==> src/sv/positional_array_list_macros.svh <==
// positional_array_list_macros.svh: assertion macros for the list block
// used by the datapath; expects signals named clk and rst in scope
`ifndef POSITIONAL_ARRAY_LIST_MACROS_SVH
`define POSITIONAL_ARRAY_LIST_MACROS_SVH

// same-cycle implication, idle during reset
`define PAL_ASSERT_IMP(lbl, ante, cons, msg) \
  lbl: assert property (@(posedge clk) disable iff (rst) (ante) |-> (cons)) \
    else $error(msg);

// next-cycle implication, idle during reset
`define PAL_ASSERT_NXT(lbl, ante, cons, msg) \
  lbl: assert property (@(posedge clk) disable iff (rst) (ante) |=> (cons)) \
    else $error(msg);

`endif

==> src/sv/pal_pkg.sv <==
// pal_pkg: sizes, codes and controller/datapath interface types for the list block
// no dependencies
package pal_pkg;

  localparam int DEPTH      = 16;
  localparam int DATA_WIDTH = 32;
  localparam int IDX_W      = $clog2(DEPTH);
  localparam int CNT_W      = $clog2(DEPTH + 1);
  localparam int POS_W      = CNT_W;
  localparam int MODE_W     = 3;
  localparam int VALUE_W    = 32;
  localparam int STATUS_W   = 3;

  typedef logic [DATA_WIDTH-1:0] word_t;
  typedef logic [IDX_W-1:0]      idx_t;
  typedef logic [CNT_W-1:0]      cnt_t;

  // request codes
  typedef enum logic [MODE_W-1:0] {
    MODE_PUSH_BACK  = 3'd0,
    MODE_PUSH_FRONT = 3'd1,
    MODE_POP_BACK   = 3'd2,
    MODE_POP_FRONT  = 3'd3,
    MODE_INSERT     = 3'd4,
    MODE_ERASE      = 3'd5,
    MODE_FIND       = 3'd6,
    MODE_DUMP       = 3'd7
  } mode_t;

  // result status codes
  typedef enum logic [STATUS_W-1:0] {
    ST_OK       = 3'd0,
    ST_FULL     = 3'd1,
    ST_EMPTY    = 3'd2,
    ST_BADPOS   = 3'd3,
    ST_NOTFOUND = 3'd4
  } status_t;

  // source of the target slot
  typedef enum logic [1:0] {AT_ZERO, AT_COUNT, AT_LAST, AT_POS} at_sel_t;

  // walking pointer update
  typedef enum logic [2:0] {
    PTR_HOLD, PTR_ZERO, PTR_COUNT, PTR_AT, PTR_INC, PTR_DEC
  } ptr_op_t;

  // memory read address source
  typedef enum logic [1:0] {RD_PTR, RD_PTR_DEC, RD_PTR_INC, RD_AT} rd_sel_t;

  // memory write: shift a read word to ptr, or store the new word at the target
  typedef enum logic {WR_SHIFT, WR_NEW} wr_sel_t;

  typedef enum logic [1:0] {CNT_HOLD, CNT_INC, CNT_DEC} cnt_op_t;

  // result field sources
  typedef enum logic [2:0] {
    OSEL_ZERO, OSEL_PUSH, OSEL_RES, OSEL_SCAN, OSEL_PEND
  } osel_t;

  typedef struct packed {
    logic    load_req;
    logic    set_at;
    at_sel_t at_sel;
    ptr_op_t ptr_op;
    logic    rd_en;
    rd_sel_t rd_sel;
    logic    wr_en;
    wr_sel_t wr_sel;
    cnt_op_t cnt_op;
    logic    save_en;
    logic    pend_set;
    logic    pend_clr;
    logic    out_load;
    osel_t   out_sel;
    status_t out_status;
    logic    out_last;
  } pal_cmd_t;

  typedef struct packed {
    logic full;
    logic empty;
    logic pos_ins_ok;
    logic pos_era_ok;
    logic open_more;
    logic close_more;
    logic scan_more;
    logic scan_last;
    logic match;
    logic pend_valid;
    logic out_free;
  } pal_stat_t;

  // sign-extend the request value to the stored word width
  function automatic word_t in_word(input logic [VALUE_W-1:0] v);
    logic [63:0] w;
    w = {{(64-VALUE_W){v[VALUE_W-1]}}, v};
    return w[DATA_WIDTH-1:0];
  endfunction

  // stored word to the result data field
  function automatic logic [VALUE_W-1:0] out_word(input word_t w);
    logic [63:0] z;
    z = 64'(w);
    return z[VALUE_W-1:0];
  endfunction

endpackage

==> src/sv/pal_ctrl.sv <==
// pal_ctrl: request sequencer for the list block
// depends on pal_pkg; drives the datapath by pal_cmd_t, reads pal_stat_t
module pal_ctrl (
  input  logic                      clk,
  input  logic                      rst,
  input  logic                      in_valid,
  output logic                      in_ready,
  input  logic [pal_pkg::MODE_W-1:0] mode,
  input  pal_pkg::pal_stat_t        stat,
  output pal_pkg::pal_cmd_t         cmd
);

  typedef enum logic [3:0] {
    S_IDLE, S_DECODE, S_OPEN_RD, S_OPEN_WR, S_DEL_RD, S_DEL_SAVE,
    S_CLOSE_RD, S_CLOSE_WR, S_SCAN_RD, S_SCAN_CHK, S_SCAN_FIN, S_EMIT
  } state_t;

  state_t             state, state_next;
  pal_pkg::mode_t     mode_q;
  pal_pkg::osel_t     emit_sel, emit_sel_next;
  pal_pkg::status_t   emit_status, emit_status_next;

  assign in_ready = (state == S_IDLE);

  // next state and datapath commands
  always_comb begin
    cmd              = '0;
    state_next       = state;
    emit_sel_next    = emit_sel;
    emit_status_next = emit_status;
    unique case (state)
      S_IDLE: begin
        if (in_valid) begin
          cmd.load_req = 1'b1;
          state_next   = S_DECODE;
        end
      end
      S_DECODE: begin
        state_next       = S_EMIT;
        emit_sel_next    = pal_pkg::OSEL_ZERO;
        emit_status_next = pal_pkg::ST_OK;
        unique case (mode_q) inside
          pal_pkg::MODE_PUSH_BACK, pal_pkg::MODE_PUSH_FRONT: begin
            if (stat.full) begin
              emit_status_next = pal_pkg::ST_FULL;
            end else begin
              cmd.set_at = 1'b1;
              if (mode_q == pal_pkg::MODE_PUSH_BACK) begin
                cmd.at_sel = pal_pkg::AT_COUNT;
              end else begin
                cmd.at_sel = pal_pkg::AT_ZERO;
              end
              cmd.ptr_op = pal_pkg::PTR_COUNT;
              state_next = S_OPEN_RD;
            end
          end
          pal_pkg::MODE_POP_BACK, pal_pkg::MODE_POP_FRONT: begin
            if (stat.empty) begin
              emit_status_next = pal_pkg::ST_EMPTY;
            end else begin
              cmd.set_at = 1'b1;
              if (mode_q == pal_pkg::MODE_POP_BACK) begin
                cmd.at_sel = pal_pkg::AT_LAST;
              end else begin
                cmd.at_sel = pal_pkg::AT_ZERO;
              end
              state_next = S_DEL_RD;
            end
          end
          pal_pkg::MODE_INSERT: begin
            if (stat.full) begin
              emit_status_next = pal_pkg::ST_FULL;
            end else if (!stat.pos_ins_ok) begin
              emit_status_next = pal_pkg::ST_BADPOS;
            end else begin
              cmd.set_at = 1'b1;
              cmd.at_sel = pal_pkg::AT_POS;
              cmd.ptr_op = pal_pkg::PTR_COUNT;
              state_next = S_OPEN_RD;
            end
          end
          pal_pkg::MODE_ERASE: begin
            if (!stat.pos_era_ok) begin
              emit_status_next = pal_pkg::ST_BADPOS;
            end else begin
              cmd.set_at = 1'b1;
              cmd.at_sel = pal_pkg::AT_POS;
              state_next = S_DEL_RD;
            end
          end
          pal_pkg::MODE_FIND: begin
            cmd.ptr_op   = pal_pkg::PTR_ZERO;
            cmd.pend_clr = 1'b1;
            state_next   = S_SCAN_RD;
          end
          pal_pkg::MODE_DUMP: begin
            if (stat.empty) begin
              emit_status_next = pal_pkg::ST_EMPTY;
            end else begin
              cmd.ptr_op = pal_pkg::PTR_ZERO;
              state_next = S_SCAN_RD;
            end
          end
        endcase
      end
      // open a gap: move entries up from the end down to the target
      S_OPEN_RD: begin
        if (stat.open_more) begin
          cmd.rd_en  = 1'b1;
          cmd.rd_sel = pal_pkg::RD_PTR_DEC;
          state_next = S_OPEN_WR;
        end else begin
          cmd.wr_en        = 1'b1;
          cmd.wr_sel       = pal_pkg::WR_NEW;
          cmd.cnt_op       = pal_pkg::CNT_INC;
          emit_sel_next    = pal_pkg::OSEL_PUSH;
          emit_status_next = pal_pkg::ST_OK;
          state_next       = S_EMIT;
        end
      end
      S_OPEN_WR: begin
        cmd.wr_en  = 1'b1;
        cmd.wr_sel = pal_pkg::WR_SHIFT;
        cmd.ptr_op = pal_pkg::PTR_DEC;
        state_next = S_OPEN_RD;
      end
      // fetch the removed entry
      S_DEL_RD: begin
        cmd.rd_en  = 1'b1;
        cmd.rd_sel = pal_pkg::RD_AT;
        state_next = S_DEL_SAVE;
      end
      S_DEL_SAVE: begin
        cmd.save_en = 1'b1;
        cmd.ptr_op  = pal_pkg::PTR_AT;
        state_next  = S_CLOSE_RD;
      end
      // close the gap: move later entries down by one
      S_CLOSE_RD: begin
        if (stat.close_more) begin
          cmd.rd_en  = 1'b1;
          cmd.rd_sel = pal_pkg::RD_PTR_INC;
          state_next = S_CLOSE_WR;
        end else begin
          cmd.cnt_op       = pal_pkg::CNT_DEC;
          emit_sel_next    = pal_pkg::OSEL_RES;
          emit_status_next = pal_pkg::ST_OK;
          state_next       = S_EMIT;
        end
      end
      S_CLOSE_WR: begin
        cmd.wr_en  = 1'b1;
        cmd.wr_sel = pal_pkg::WR_SHIFT;
        cmd.ptr_op = pal_pkg::PTR_INC;
        state_next = S_CLOSE_RD;
      end
      // walk the list for find and dump
      S_SCAN_RD: begin
        if (stat.scan_more) begin
          cmd.rd_en  = 1'b1;
          cmd.rd_sel = pal_pkg::RD_PTR;
          state_next = S_SCAN_CHK;
        end else if (mode_q == pal_pkg::MODE_DUMP) begin
          state_next = S_IDLE;
        end else begin
          state_next = S_SCAN_FIN;
        end
      end
      S_SCAN_CHK: begin
        if (mode_q == pal_pkg::MODE_DUMP) begin
          if (stat.out_free) begin
            cmd.out_load   = 1'b1;
            cmd.out_sel    = pal_pkg::OSEL_SCAN;
            cmd.out_status = pal_pkg::ST_OK;
            cmd.out_last   = stat.scan_last;
            cmd.ptr_op     = pal_pkg::PTR_INC;
            state_next     = S_SCAN_RD;
          end
        end else if (!stat.match) begin
          cmd.ptr_op = pal_pkg::PTR_INC;
          state_next = S_SCAN_RD;
        end else if (!stat.pend_valid) begin
          // first match is held until we know whether another follows
          cmd.pend_set = 1'b1;
          cmd.ptr_op   = pal_pkg::PTR_INC;
          state_next   = S_SCAN_RD;
        end else if (stat.out_free) begin
          cmd.out_load   = 1'b1;
          cmd.out_sel    = pal_pkg::OSEL_PEND;
          cmd.out_status = pal_pkg::ST_OK;
          cmd.pend_set   = 1'b1;
          cmd.ptr_op     = pal_pkg::PTR_INC;
          state_next     = S_SCAN_RD;
        end
      end
      // final find result: held match or not found
      S_SCAN_FIN: begin
        if (stat.out_free) begin
          cmd.out_load = 1'b1;
          cmd.out_last = 1'b1;
          if (stat.pend_valid) begin
            cmd.out_sel    = pal_pkg::OSEL_PEND;
            cmd.out_status = pal_pkg::ST_OK;
          end else begin
            cmd.out_sel    = pal_pkg::OSEL_ZERO;
            cmd.out_status = pal_pkg::ST_NOTFOUND;
          end
          state_next = S_IDLE;
        end
      end
      S_EMIT: begin
        if (stat.out_free) begin
          cmd.out_load   = 1'b1;
          cmd.out_sel    = emit_sel;
          cmd.out_status = emit_status;
          cmd.out_last   = 1'b1;
          state_next     = S_IDLE;
        end
      end
      default: state_next = S_IDLE;
    endcase
  end

  // state, result selection and status, and registered request code
  always_ff @(posedge clk) begin
    if (rst) begin
      state <= S_IDLE;
    end else begin
      state       <= state_next;
      emit_sel    <= emit_sel_next;
      emit_status <= emit_status_next;
      if (cmd.load_req) begin
        mode_q <= pal_pkg::mode_t'(mode);
      end
    end
  end

endmodule

==> src/sv/pal_dp.sv <==
// pal_dp: entry memory, count, pointers and result register of the list block
// depends on pal_pkg and positional_array_list_macros.svh
`include "positional_array_list_macros.svh"

module pal_dp (
  input  logic                         clk,
  input  logic                         rst,
  input  pal_pkg::pal_cmd_t            cmd,
  output pal_pkg::pal_stat_t           stat,
  input  logic [pal_pkg::VALUE_W-1:0]  value,
  input  logic [pal_pkg::POS_W-1:0]    position,
  output logic                         out_valid,
  input  logic                         out_ready,
  output logic [pal_pkg::VALUE_W-1:0]  data_out,
  output logic [pal_pkg::IDX_W-1:0]    entry_index,
  output logic [pal_pkg::STATUS_W-1:0] status,
  output logic [pal_pkg::CNT_W-1:0]    entry_count,
  output logic                         last
);

  localparam int CNT_W = pal_pkg::CNT_W;
  localparam int IDX_W = pal_pkg::IDX_W;

  pal_pkg::word_t mem [pal_pkg::DEPTH];
  pal_pkg::word_t rd_data;
  pal_pkg::word_t val_q;
  pal_pkg::word_t save;
  pal_pkg::cnt_t  pos_q;
  pal_pkg::cnt_t  cnt;
  pal_pkg::cnt_t  ptr;
  pal_pkg::idx_t  at_q;
  pal_pkg::idx_t  pend_idx;
  logic           pend_valid;

  pal_pkg::cnt_t  ptr_inc, ptr_dec, cnt_dec;
  pal_pkg::idx_t  rd_addr, wr_addr, at_next;
  pal_pkg::word_t wr_data;
  logic           out_free;

  assign ptr_inc  = ptr + CNT_W'(1);
  assign ptr_dec  = ptr - CNT_W'(1);
  assign cnt_dec  = cnt - CNT_W'(1);
  assign out_free = !out_valid || out_ready;

  // status toward the controller
  always_comb begin
    stat.full       = (cnt == CNT_W'(pal_pkg::DEPTH));
    stat.empty      = (cnt == '0);
    stat.pos_ins_ok = (pos_q <= cnt);
    stat.pos_era_ok = (pos_q < cnt);
    stat.open_more  = (ptr > CNT_W'(at_q));
    stat.close_more = (ptr_inc < cnt);
    stat.scan_more  = (ptr < cnt);
    stat.scan_last  = (ptr_inc == cnt);
    stat.match      = (rd_data == val_q);
    stat.pend_valid = pend_valid;
    stat.out_free   = out_free;
  end

  // memory addresses, write data and next target slot
  always_comb begin
    case (cmd.rd_sel)
      pal_pkg::RD_PTR:     rd_addr = ptr[IDX_W-1:0];
      pal_pkg::RD_PTR_DEC: rd_addr = ptr_dec[IDX_W-1:0];
      pal_pkg::RD_PTR_INC: rd_addr = ptr_inc[IDX_W-1:0];
      default:             rd_addr = at_q;
    endcase
    if (cmd.wr_sel == pal_pkg::WR_NEW) begin
      wr_addr = at_q;
      wr_data = val_q;
    end else begin
      wr_addr = ptr[IDX_W-1:0];
      wr_data = rd_data;
    end
    case (cmd.at_sel)
      pal_pkg::AT_COUNT: at_next = cnt[IDX_W-1:0];
      pal_pkg::AT_LAST:  at_next = cnt_dec[IDX_W-1:0];
      pal_pkg::AT_POS:   at_next = pos_q[IDX_W-1:0];
      default:           at_next = '0;
    endcase
  end

  // entry memory, one write and one registered read per cycle
  always_ff @(posedge clk) begin
    if (cmd.wr_en) begin
      mem[wr_addr] <= wr_data;
    end
    if (cmd.rd_en) begin
      rd_data <= mem[rd_addr];
    end
  end

  // request, target, pointer and held words
  always_ff @(posedge clk) begin
    if (cmd.load_req) begin
      val_q <= pal_pkg::in_word(value);
      pos_q <= position;
    end
    if (cmd.set_at) begin
      at_q <= at_next;
    end
    if (cmd.save_en) begin
      save <= rd_data;
    end
    if (cmd.pend_set) begin
      pend_idx <= ptr[IDX_W-1:0];
    end
    case (cmd.ptr_op)
      pal_pkg::PTR_ZERO:  ptr <= '0;
      pal_pkg::PTR_COUNT: ptr <= cnt;
      pal_pkg::PTR_AT:    ptr <= CNT_W'(at_q);
      pal_pkg::PTR_INC:   ptr <= ptr_inc;
      pal_pkg::PTR_DEC:   ptr <= ptr_dec;
      default:            ptr <= ptr;
    endcase
  end

  // entry count and held-match flag
  always_ff @(posedge clk) begin
    if (rst) begin
      cnt        <= '0;
      pend_valid <= 1'b0;
    end else begin
      case (cmd.cnt_op)
        pal_pkg::CNT_INC: cnt <= cnt + CNT_W'(1);
        pal_pkg::CNT_DEC: cnt <= cnt_dec;
        default:          cnt <= cnt;
      endcase
      if (cmd.pend_set) begin
        pend_valid <= 1'b1;
      end else if (cmd.pend_clr) begin
        pend_valid <= 1'b0;
      end
    end
  end

  // result register valid
  always_ff @(posedge clk) begin
    if (rst) begin
      out_valid <= 1'b0;
    end else if (cmd.out_load) begin
      out_valid <= 1'b1;
    end else if (out_ready) begin
      out_valid <= 1'b0;
    end
  end

  // result register payload
  always_ff @(posedge clk) begin
    if (cmd.out_load) begin
      status      <= cmd.out_status;
      entry_count <= cnt;
      last        <= cmd.out_last;
      case (cmd.out_sel)
        pal_pkg::OSEL_PUSH: begin
          data_out    <= '0;
          entry_index <= at_q;
        end
        pal_pkg::OSEL_RES: begin
          data_out    <= pal_pkg::out_word(save);
          entry_index <= at_q;
        end
        pal_pkg::OSEL_SCAN: begin
          data_out    <= pal_pkg::out_word(rd_data);
          entry_index <= ptr[IDX_W-1:0];
        end
        pal_pkg::OSEL_PEND: begin
          data_out    <= pal_pkg::out_word(val_q);
          entry_index <= pend_idx;
        end
        default: begin
          data_out    <= '0;
          entry_index <= '0;
        end
      endcase
    end
  end

  // checks
  `PAL_ASSERT_IMP(a_cnt_bound, 1'b1, cnt <= CNT_W'(pal_pkg::DEPTH), "entry count above depth")
  `PAL_ASSERT_IMP(a_load_free, cmd.out_load, out_free, "result loaded over an untaken result")
  `PAL_ASSERT_IMP(a_wr_in_list, cmd.wr_en, (CNT_W'(wr_addr) <= cnt) && !cmd.rd_en, "bad write")
  `PAL_ASSERT_NXT(a_res_count, cmd.out_load, out_valid && (entry_count == $past(cnt)), "bad count")

endmodule

==> src/sv/positional_array_list.sv <==
// positional_array_list: top level of the bounded ordered list block
// depends on pal_pkg, pal_ctrl and pal_dp
//
// Holds up to 16 signed 32-bit entries in a single-port-write, registered-read
// memory and serves one request at a time: push/pop at either end, insert or
// erase at a position, find a value, or dump the list. A request is taken only
// while the sequencer is idle; a finished result may still wait in the output
// register meanwhile. Every shifted entry costs one read and one write. Dump
// reads the entries one at a time and waits whenever the output register is
// still occupied. Find reports each match in index order with last on the final
// one, holding each match until the next is seen.
module positional_array_list (
  input  logic                         clk,
  input  logic                         rst,
  input  logic                         in_valid,
  output logic                         in_ready,
  input  logic [pal_pkg::MODE_W-1:0]   mode,
  input  logic signed [pal_pkg::VALUE_W-1:0] value,
  input  logic [pal_pkg::POS_W-1:0]    position,
  output logic                         out_valid,
  input  logic                         out_ready,
  output logic signed [pal_pkg::VALUE_W-1:0] data_out,
  output logic [pal_pkg::IDX_W-1:0]    entry_index,
  output logic [pal_pkg::STATUS_W-1:0] status,
  output logic [pal_pkg::CNT_W-1:0]    entry_count,
  output logic                         last
);

  pal_pkg::pal_cmd_t  cmd;
  pal_pkg::pal_stat_t stat;
  logic [pal_pkg::VALUE_W-1:0] data_word;

  assign data_out = data_word;

  // request sequencer
  pal_ctrl u_ctrl (
    .clk      (clk),
    .rst      (rst),
    .in_valid (in_valid),
    .in_ready (in_ready),
    .mode     (mode),
    .stat     (stat),
    .cmd      (cmd)
  );

  // storage and result path
  pal_dp u_dp (
    .clk         (clk),
    .rst         (rst),
    .cmd         (cmd),
    .stat        (stat),
    .value       (value),
    .position    (position),
    .out_valid   (out_valid),
    .out_ready   (out_ready),
    .data_out    (data_word),
    .entry_index (entry_index),
    .status      (status),
    .entry_count (entry_count),
    .last        (last)
  );

endmodule

==> config.mk <==
export PLATFORM = sky130hd
export DESIGN_NAME = positional_array_list
export DESIGN_NICKNAME = d
export VERILOG_FILES = /design/src/sv/pal_pkg.sv /design/src/sv/pal_ctrl.sv /design/src/sv/pal_dp.sv /design/src/sv/positional_array_list.sv
export VERILOG_INCLUDE_DIRS = /design/src /design/src/sv
export SDC_FILE = /design/constraint.sdc
export NUM_CORES = 1
export LEC_CHECK = 0
export BUFFER_PORTS_ARGS = -buffer_cell sky130_fd_sc_hd__buf_2
export CORE_MARGIN = 5
export CORE_UTILIZATION = 60
export CTS_BUF_LIST = sky130_fd_sc_hd__clkbuf_8
export DETAILED_ROUTE_END_ITERATION = 7
export GPL_TIMING_DRIVEN = 0
export PLACE_DENSITY_LB_ADDON = 0.05
export SETUP_SLACK_MARGIN = 0.2
export SYNTH_ARGS = -nofsm -noshare
export SYNTH_HDL_FRONTEND = slang
export SYNTH_SLANG_ARGS = --single-unit
export TNS_END_PERCENT = 20
==> constraint.sdc <==
create_clock -name clk -period 5.2 [get_ports clk]
set_input_delay 0.78 -clock clk [delete_from_list [all_inputs] [get_ports clk]]
set_output_delay 0.78 -clock clk [all_outputs]
set_load 0.05 [all_outputs]
# Word level (Yosys, flattened, before mapping)
# Memory sizes are Yosys's and may differ from the RTL's. A register that Yosys moved wholly into a read port is not among the register bits.
# Cells that the tools add are included.
# W data, S select, Z words.
op_classes:
  n_lt_le_gt_ge: 5
  reduce_logical: 21
  mul: 0
  n_eq_ne: 41
  bitwise: 1
  addsub: 4
  shifts: 0
  div_mod_pow: 0
  n_mux: 88
op_table:
  columns: ["operator", "count"]
  rows:
  - ["$pmux W32 S3", 1]
  - ["$mux W4", 17]
  - ["$pmux W3 S4", 4]
  - ["$mux W3", 14]
  - ["$pmux W4 S10", 1]
  - ["$pmux W4 S3", 3]
  - ["$eq A32 B32 Y1", 1]
  - ["$mux W32", 1]
  - ["$mux W7", 4]
  - ["$pmux W5 S5", 1]
  - ["$mux W6", 4]
  - ["$mux W8", 3]
  - ["$pmux W4 S6", 1]
  - ["$pmux W8 S3", 1]
  - ["$eq A3 B3 Y1 const B", 7]
  - ["$mux W1", 20]
  - ["$eq A3 B2 Y1 const B", 6]
  - ["$pmux W3 S3", 2]
  - ["$eq A4 B3 Y1 const B", 4]
  - ["$eq A4 B4 Y1 const B", 4]
  - ["$lt A5 B5 Y1", 3]
  - ["$pmux W3 S5", 1]
  - ["$mux W2", 7]
  - ["$reduce_or A2 Y1", 6]
  - ["28 further kinds", 44]
totals:
  n_memories: 1
  inputBits: 44
  reg_bits: 147
  ramBits: 512
  output_inout_bits: 47
  wordCells: 179
  latchBits: 0
  romBits: 0
memory_table:
  columns: ["memory", "depth", "width", "read_ports", "rd_ports_with_merged_regs", "wr", "line", "text"]
  rows:
  - ["u_dp.mem", 16, 32, 1, 1, 1, "pal_dp.sv:24", "pal_pkg::word_t mem [pal_pkg::DEPTH];"]

# Depth between registers and ports, before layout
depth:
  depth_word: 10
  mapped_depth: 14
  mapped_depth_nobuf: 12

# Hierarchy
# From an unflattened synthesis, not the netlist that was laid out.
unflattened:
  hier_cells: 2602
  hier_area_um2: 34320.4
by_module_without_submodules:
  columns: ["module", "area_each_um2", "instances", "cells_each"]
  rows:
  - ["pal_dp", 33203.1, 1, 2448]
  - ["pal_ctrl", 1117.3, 1, 154]

# Worst setup path before layout
# No wires, ideal clock.
synth_path:
  kind: "register to register"
  from: "register u_dp.at_q[2]"
  to: "memory u_dp.mem[13][0] (netlist name), enable pin"
  stages_incl_launch_ff: 9
  period_less_slack_ns: 3.850
  arrival_time_ns: 3.429
  t_required_ns: 4.779
  setup_slack_ns: 1.350
  cell_sequence: "edfxtp_1 > inv_1 > ha_1 > nand3_1 > o221a_2 > o21ai_1 > clkbuf_1 > a31oi_1 > nor2_1"
synth_between:
  elab_chain_cells: 5
  word_cells_on_any_way: 6
synth_lines:
  columns: ["item", "line", "text"]
  rows:
  - ["start: declaration", "pal_dp.sv:31", "pal_pkg::idx_t at_q;"]
  - ["start signal: assignment", "pal_dp.sv:100", "at_q <= at_next;"]
  - ["$gt A5 B4 Y1", "pal_dp.sv:51", "stat.open_more = (ptr > CNT_W'(at_q));"]
  - ["$mux W4", "pal_ctrl.sv:108", "if (stat.open_more) begin"]
  - ["$pmux W2 S2", "pal_ctrl.sv:31", "unique case (state)"]
  - ["$mux W1", "pal_dp.sv:85", "if (cmd.wr_en) begin"]
  - ["$mux W1 (implied by the code)", "pal_dp.sv:86", "mem[wr_addr] <= wr_data;"]
  - ["end: declaration", "pal_dp.sv:24", null]
# Parallel ways exist; a longest one is shown, timed or not.

# Worst setup path in the final report
layout_path:
  from: "register u_dp.ptr[0]"
  to: "register u_dp.rd_data[6], read port of u_dp.mem, data pin"
layout_between:
  elab_chain_cells: 6
  word_cells_on_any_way: 13
layout_lines:
  columns: ["item", "line", "text"]
  rows:
  - ["start: declaration", "pal_dp.sv:30", "pal_pkg::cnt_t ptr;"]
  - ["start signal: assignment", "pal_dp.sv:110", "pal_pkg::PTR_COUNT: ptr <= cnt;"]
  - ["start signal: assignment", "pal_dp.sv:111", "pal_pkg::PTR_AT: ptr <= CNT_W'(at_q);"]
  - ["start signal: assignment", "pal_dp.sv:112", "pal_pkg::PTR_INC: ptr <= ptr_inc;"]
  - ["$add A5 B1 Y5", "pal_dp.sv:40", "assign ptr_inc = ptr + CNT_W'(1);"]
  - ["$lt A5 B5 Y1", "pal_dp.sv:52", "stat.close_more = (ptr_inc < cnt);"]
  - ["$mux W3", "pal_ctrl.sv:140", "if (stat.close_more) begin"]
  - ["$pmux W3 S4", "pal_ctrl.sv:31", null]
  - ["$eq A2 B2 Y1 (tied with other cells)", "pal_dp.sv:62", "case (cmd.rd_sel)"]
  - ["$pmux W4 S3", "pal_dp.sv:62", null]
  - ["end: declaration", "pal_dp.sv:25", "pal_pkg::word_t rd_data;"]
# Parallel ways exist; a longest one is shown, timed or not.
# A chain may end at the register's enable or synchronous reset.

==> flow_summary.toml <==
[outcome]
status = "complete, no violations"

[critical_path]
crit_buf_inv = 3
crit_fanout = 10
critPathSlowestCell = "edfxtp_1"
r2r_start = "u_dp.ptr[0]"
end_kind = "register"
cp-start-kind = "register"
path_cells = "inv_1 -> ha_1 -> ha_1 -> nand4_1 -> o221ai_2 -> nor2_2 -> o211a_1 -> a211oi_2 -> buf_6 -> buf_4 -> mux4_2 -> a22oi_1 -> nand2_1"
regToRegEndpoint = "u_dp.rd_data[6]"
cp.required_ps = 5620
rr_worst_depth = 13
r2r_setup_slack_ps = 490
worstSetupPathType = "register to register"
crit_family = "compound AO/OA/AOI/OAI gates"
cpMostUsedCell = "ha_1"
critPathLaunch = "u_dp.ptr[0]"
cp.arrival_ps = 5130
cp_slowest_stage_delay_ps = 640

[hold_path]
worstHoldStart = "value[7]"
hold_end = "u_dp.val_q[7]"
whs_path_depth = 1
hold_class = "primary input to register"

[place]
post-dp-hpwl_um = 44100
place.gp.congestion = 0.898
portBuffers = 90
placed_area_um2 = 29600
preCtsSetupSlack_ps = -118

[power]
p_seq_frac = 0.434
swShare = 0.333
intPower_mw = 11.6
power_mw = 17.4
max-vdd-ir-drop_uv = 340
p_sw_mw = 5.79
p_per_area_nw_per_um2 = 548
clkPwrFrac = 0.258
combPwrFrac = 0.307
p_leak_nw = 10.8

[floorplan]
die_h_um = 225
start_util = 0.610
core-area_um2 = 45600
io_pins = 91
rows = 78
die_area_um2 = 50800
die_w_um = 225

[detailed_routing]
first_iter_violations = 1978
first_pass_iters = 5
drt_wl_total_um = 69400
vias = 15700
wl_per_cell_um = 28.1
viasPerCell = 6.34
ant_nets = 0
drc_errors = 0

[job]
drv_cap = 0

[final_layout]
area_growth_pct = 14.1
antenna_cells = 0
drive_gt1_frac = 0.243
fin_area_um2 = 31700
final_cell_mix = "edfxtp_1, nand2_1, mux4_2"
final_core_util = 0.696
nets = 1854
final_common_cell = "edfxtp_1"

[synth]
async_flop_share = 0
syn_nets = 1636
yosys_warnings = 0
synth_enable_flop_cells = 678
netlist_instances = 1567
synth.distinct_cells = 71
synth_seq_cells = 689
yosys-top-cells-area = "edfxtp_1, mux4_2, nand2_1"
synth.avg_cell_area_um2 = 17.8
yosys.area.top_type = "edfxtp_1"
synth_flop_cell = "edfxtp_1"
synth_top_area_share = 0.732
seq_area_frac_synth = 0.740
netlist_area_um2 = 27800

[clock_network]
cts_buffer_depth = 3
clk_latency_ps = 720
cts.repair.resized = 13
cts_setup_buffers = 0
numCtsBuffers = 106
cts_max_level = 3
clkTransAtPathRegs_ps = 70
ctsHoldBuffers = 0
cts_root_buf = "clkbuf_8"
cts_tree = "done"
cts.sinks = 689

[sta]
fin_crit_sh = 0.905
fin_ws_ps = 492
maxClockFrequency_mhz = 212
tightest_slew_ps = 1220
hold_viol = 0
skew_ps = 45.4
rsz0062_at_grt = "no"
relSlewSlack = 0.190
min_period_ps = 4710
slew_viol_final = 0
setup_viol = 0

[grt]
grt_pass1_vias = 15700
grt_max_degree = 27
grt_pass1_wl_um = 103000
grt.overflow.total = 0
antenna_found_initial = 0
grt_usage = 0.278
==> stage by stage <==
step	cells	hold slack, ps	setup TNS, ps
after floorplan	1567	406	0
after global placement	2257	477	-580970
after detailed placement	2277	463	-1910
after CTS	2472	194	0
after global routing	2472	195	0
final	2472	238	0
==> area by class of cell <==
type | instances | area [um^2]
clock buffer | 107 | 1470
clock inverter | 88 | 638
multi-input combinational | 778 | 6930
sequential | 689 | 20600
timing repair buffer | 110 | 873
fill | 2917 | 13800
inverter | 24 | 90.1
tap | 600 | 751
buffer | 76 | 400
==> worst reg2reg max path, cell delays in order, from the launching register on <==
cell      delay [ps]
edfxtp_1         640
inv_1            290
ha_1             470
ha_1             320
nand4_1          140
o221ai_2         330
nor2_2           160
o211a_1          240
a211oi_2         380
buf_6            260
buf_4            320
mux4_2           570
a22oi_1          250
nand2_1           80
==> worst max-delay path by stage <==
| stage | end | cells after the start |
|---|---|---|
| after CTS | u_dp.rd_data[20] | 13 |
| after floorplan | u_dp.mem[13][0] | 8 |
| after detailed placement | u_dp.rd_data[3] | 13 |
| after global placement | u_dp.mem[14][26] | 7 |
| final | u_dp.rd_data[6] | 13 |
| after global routing | u_dp.rd_data[8] | 14 |
==> sequential cells by signal (all words and copies together) (netlist names) <==
register            count
u_ctrl.mode_q           3
u_dp.val_q             32
u_dp.pend_idx           4
u_dp.entry_count        5
u_ctrl.emit_status      2
u_dp.pend_valid         1
u_dp.ptr                5
u_dp.save              32
u_dp.cnt                5
u_dp.at_q               4
u_dp.last               1
u_ctrl.emit_sel         2
u_dp.mem              512
u_dp.out_valid          1
u_dp.pos_q              5
u_dp.status             3
u_dp.data_out          32
u_dp.rd_data           32
u_dp.entry_index        4
u_ctrl.state            4
==> layer usage <==
layer | GRT usage | share of wire | vias to the layer above
li1 | - | - | 6747
met1 | 0.411 | 0.41 | 7986
met2 | 0.431 | 0.47 | 802
met3 | 0.0598 | 0.093 | 131
met4 | 0.0761 | 0.026 | 0
met5 | 0 | 0 | -
==> cell usage after synthesis (all sizes together) (2+ instances only) <==
cell and n:
mux2i 4, and3 3, xnor2 9, a31oi 8
nor2 56, a32oi 4, o22ai 2, clkbuf 51
a21boi 2, o21ai 18, a221o 3, nand3 13
a21oi 28, dfxtp 11, o41ai 3, mux2 2
or3 3, inv 24, o21a 3, nor3 20
nor4b 2, or2 4, edfxtp 678, buf 25
o31ai 9, nor4 12, xor2 37, nor2b 6
nand4b 2, a211oi 7, nand4 6, nand2 219
a22oi 104, mux4 128, and2 5, ha 25
nand2b 6, nor3b 3, a211o 2
==> power by group through the flow <==
stage / clock network [mW] / registers (mW) / logic [mW]
final: 4.49 / 7.55 / 5.34
after global routing: 4.84 / 7.58 / 5.70
after CTS: 4.55 / 7.54 / 5.31
after detailed placement: 0 / 7.65 / 5.29
after global placement: 0 / 7.67 / 5.08
after floorplan: 0 / 7.63 / 3.46
==> kinds of logic (layout without fill, tap and decap cells) <==
group	Yosys count	after routing	share of synthesized area
AOI/OAI and AO/OA	209	209	0.0538
xor gates and xnor gates	46	46	0.0145
adders and majority gates	25	25	0.0112
buffers and inverters	100	405	0.0169
DFF	689	689	0.740
muxes	134	134	0.106
and+or+nand+nor	364	364	0.0579
No activity file was read; power rests on OpenSTA's default activity.
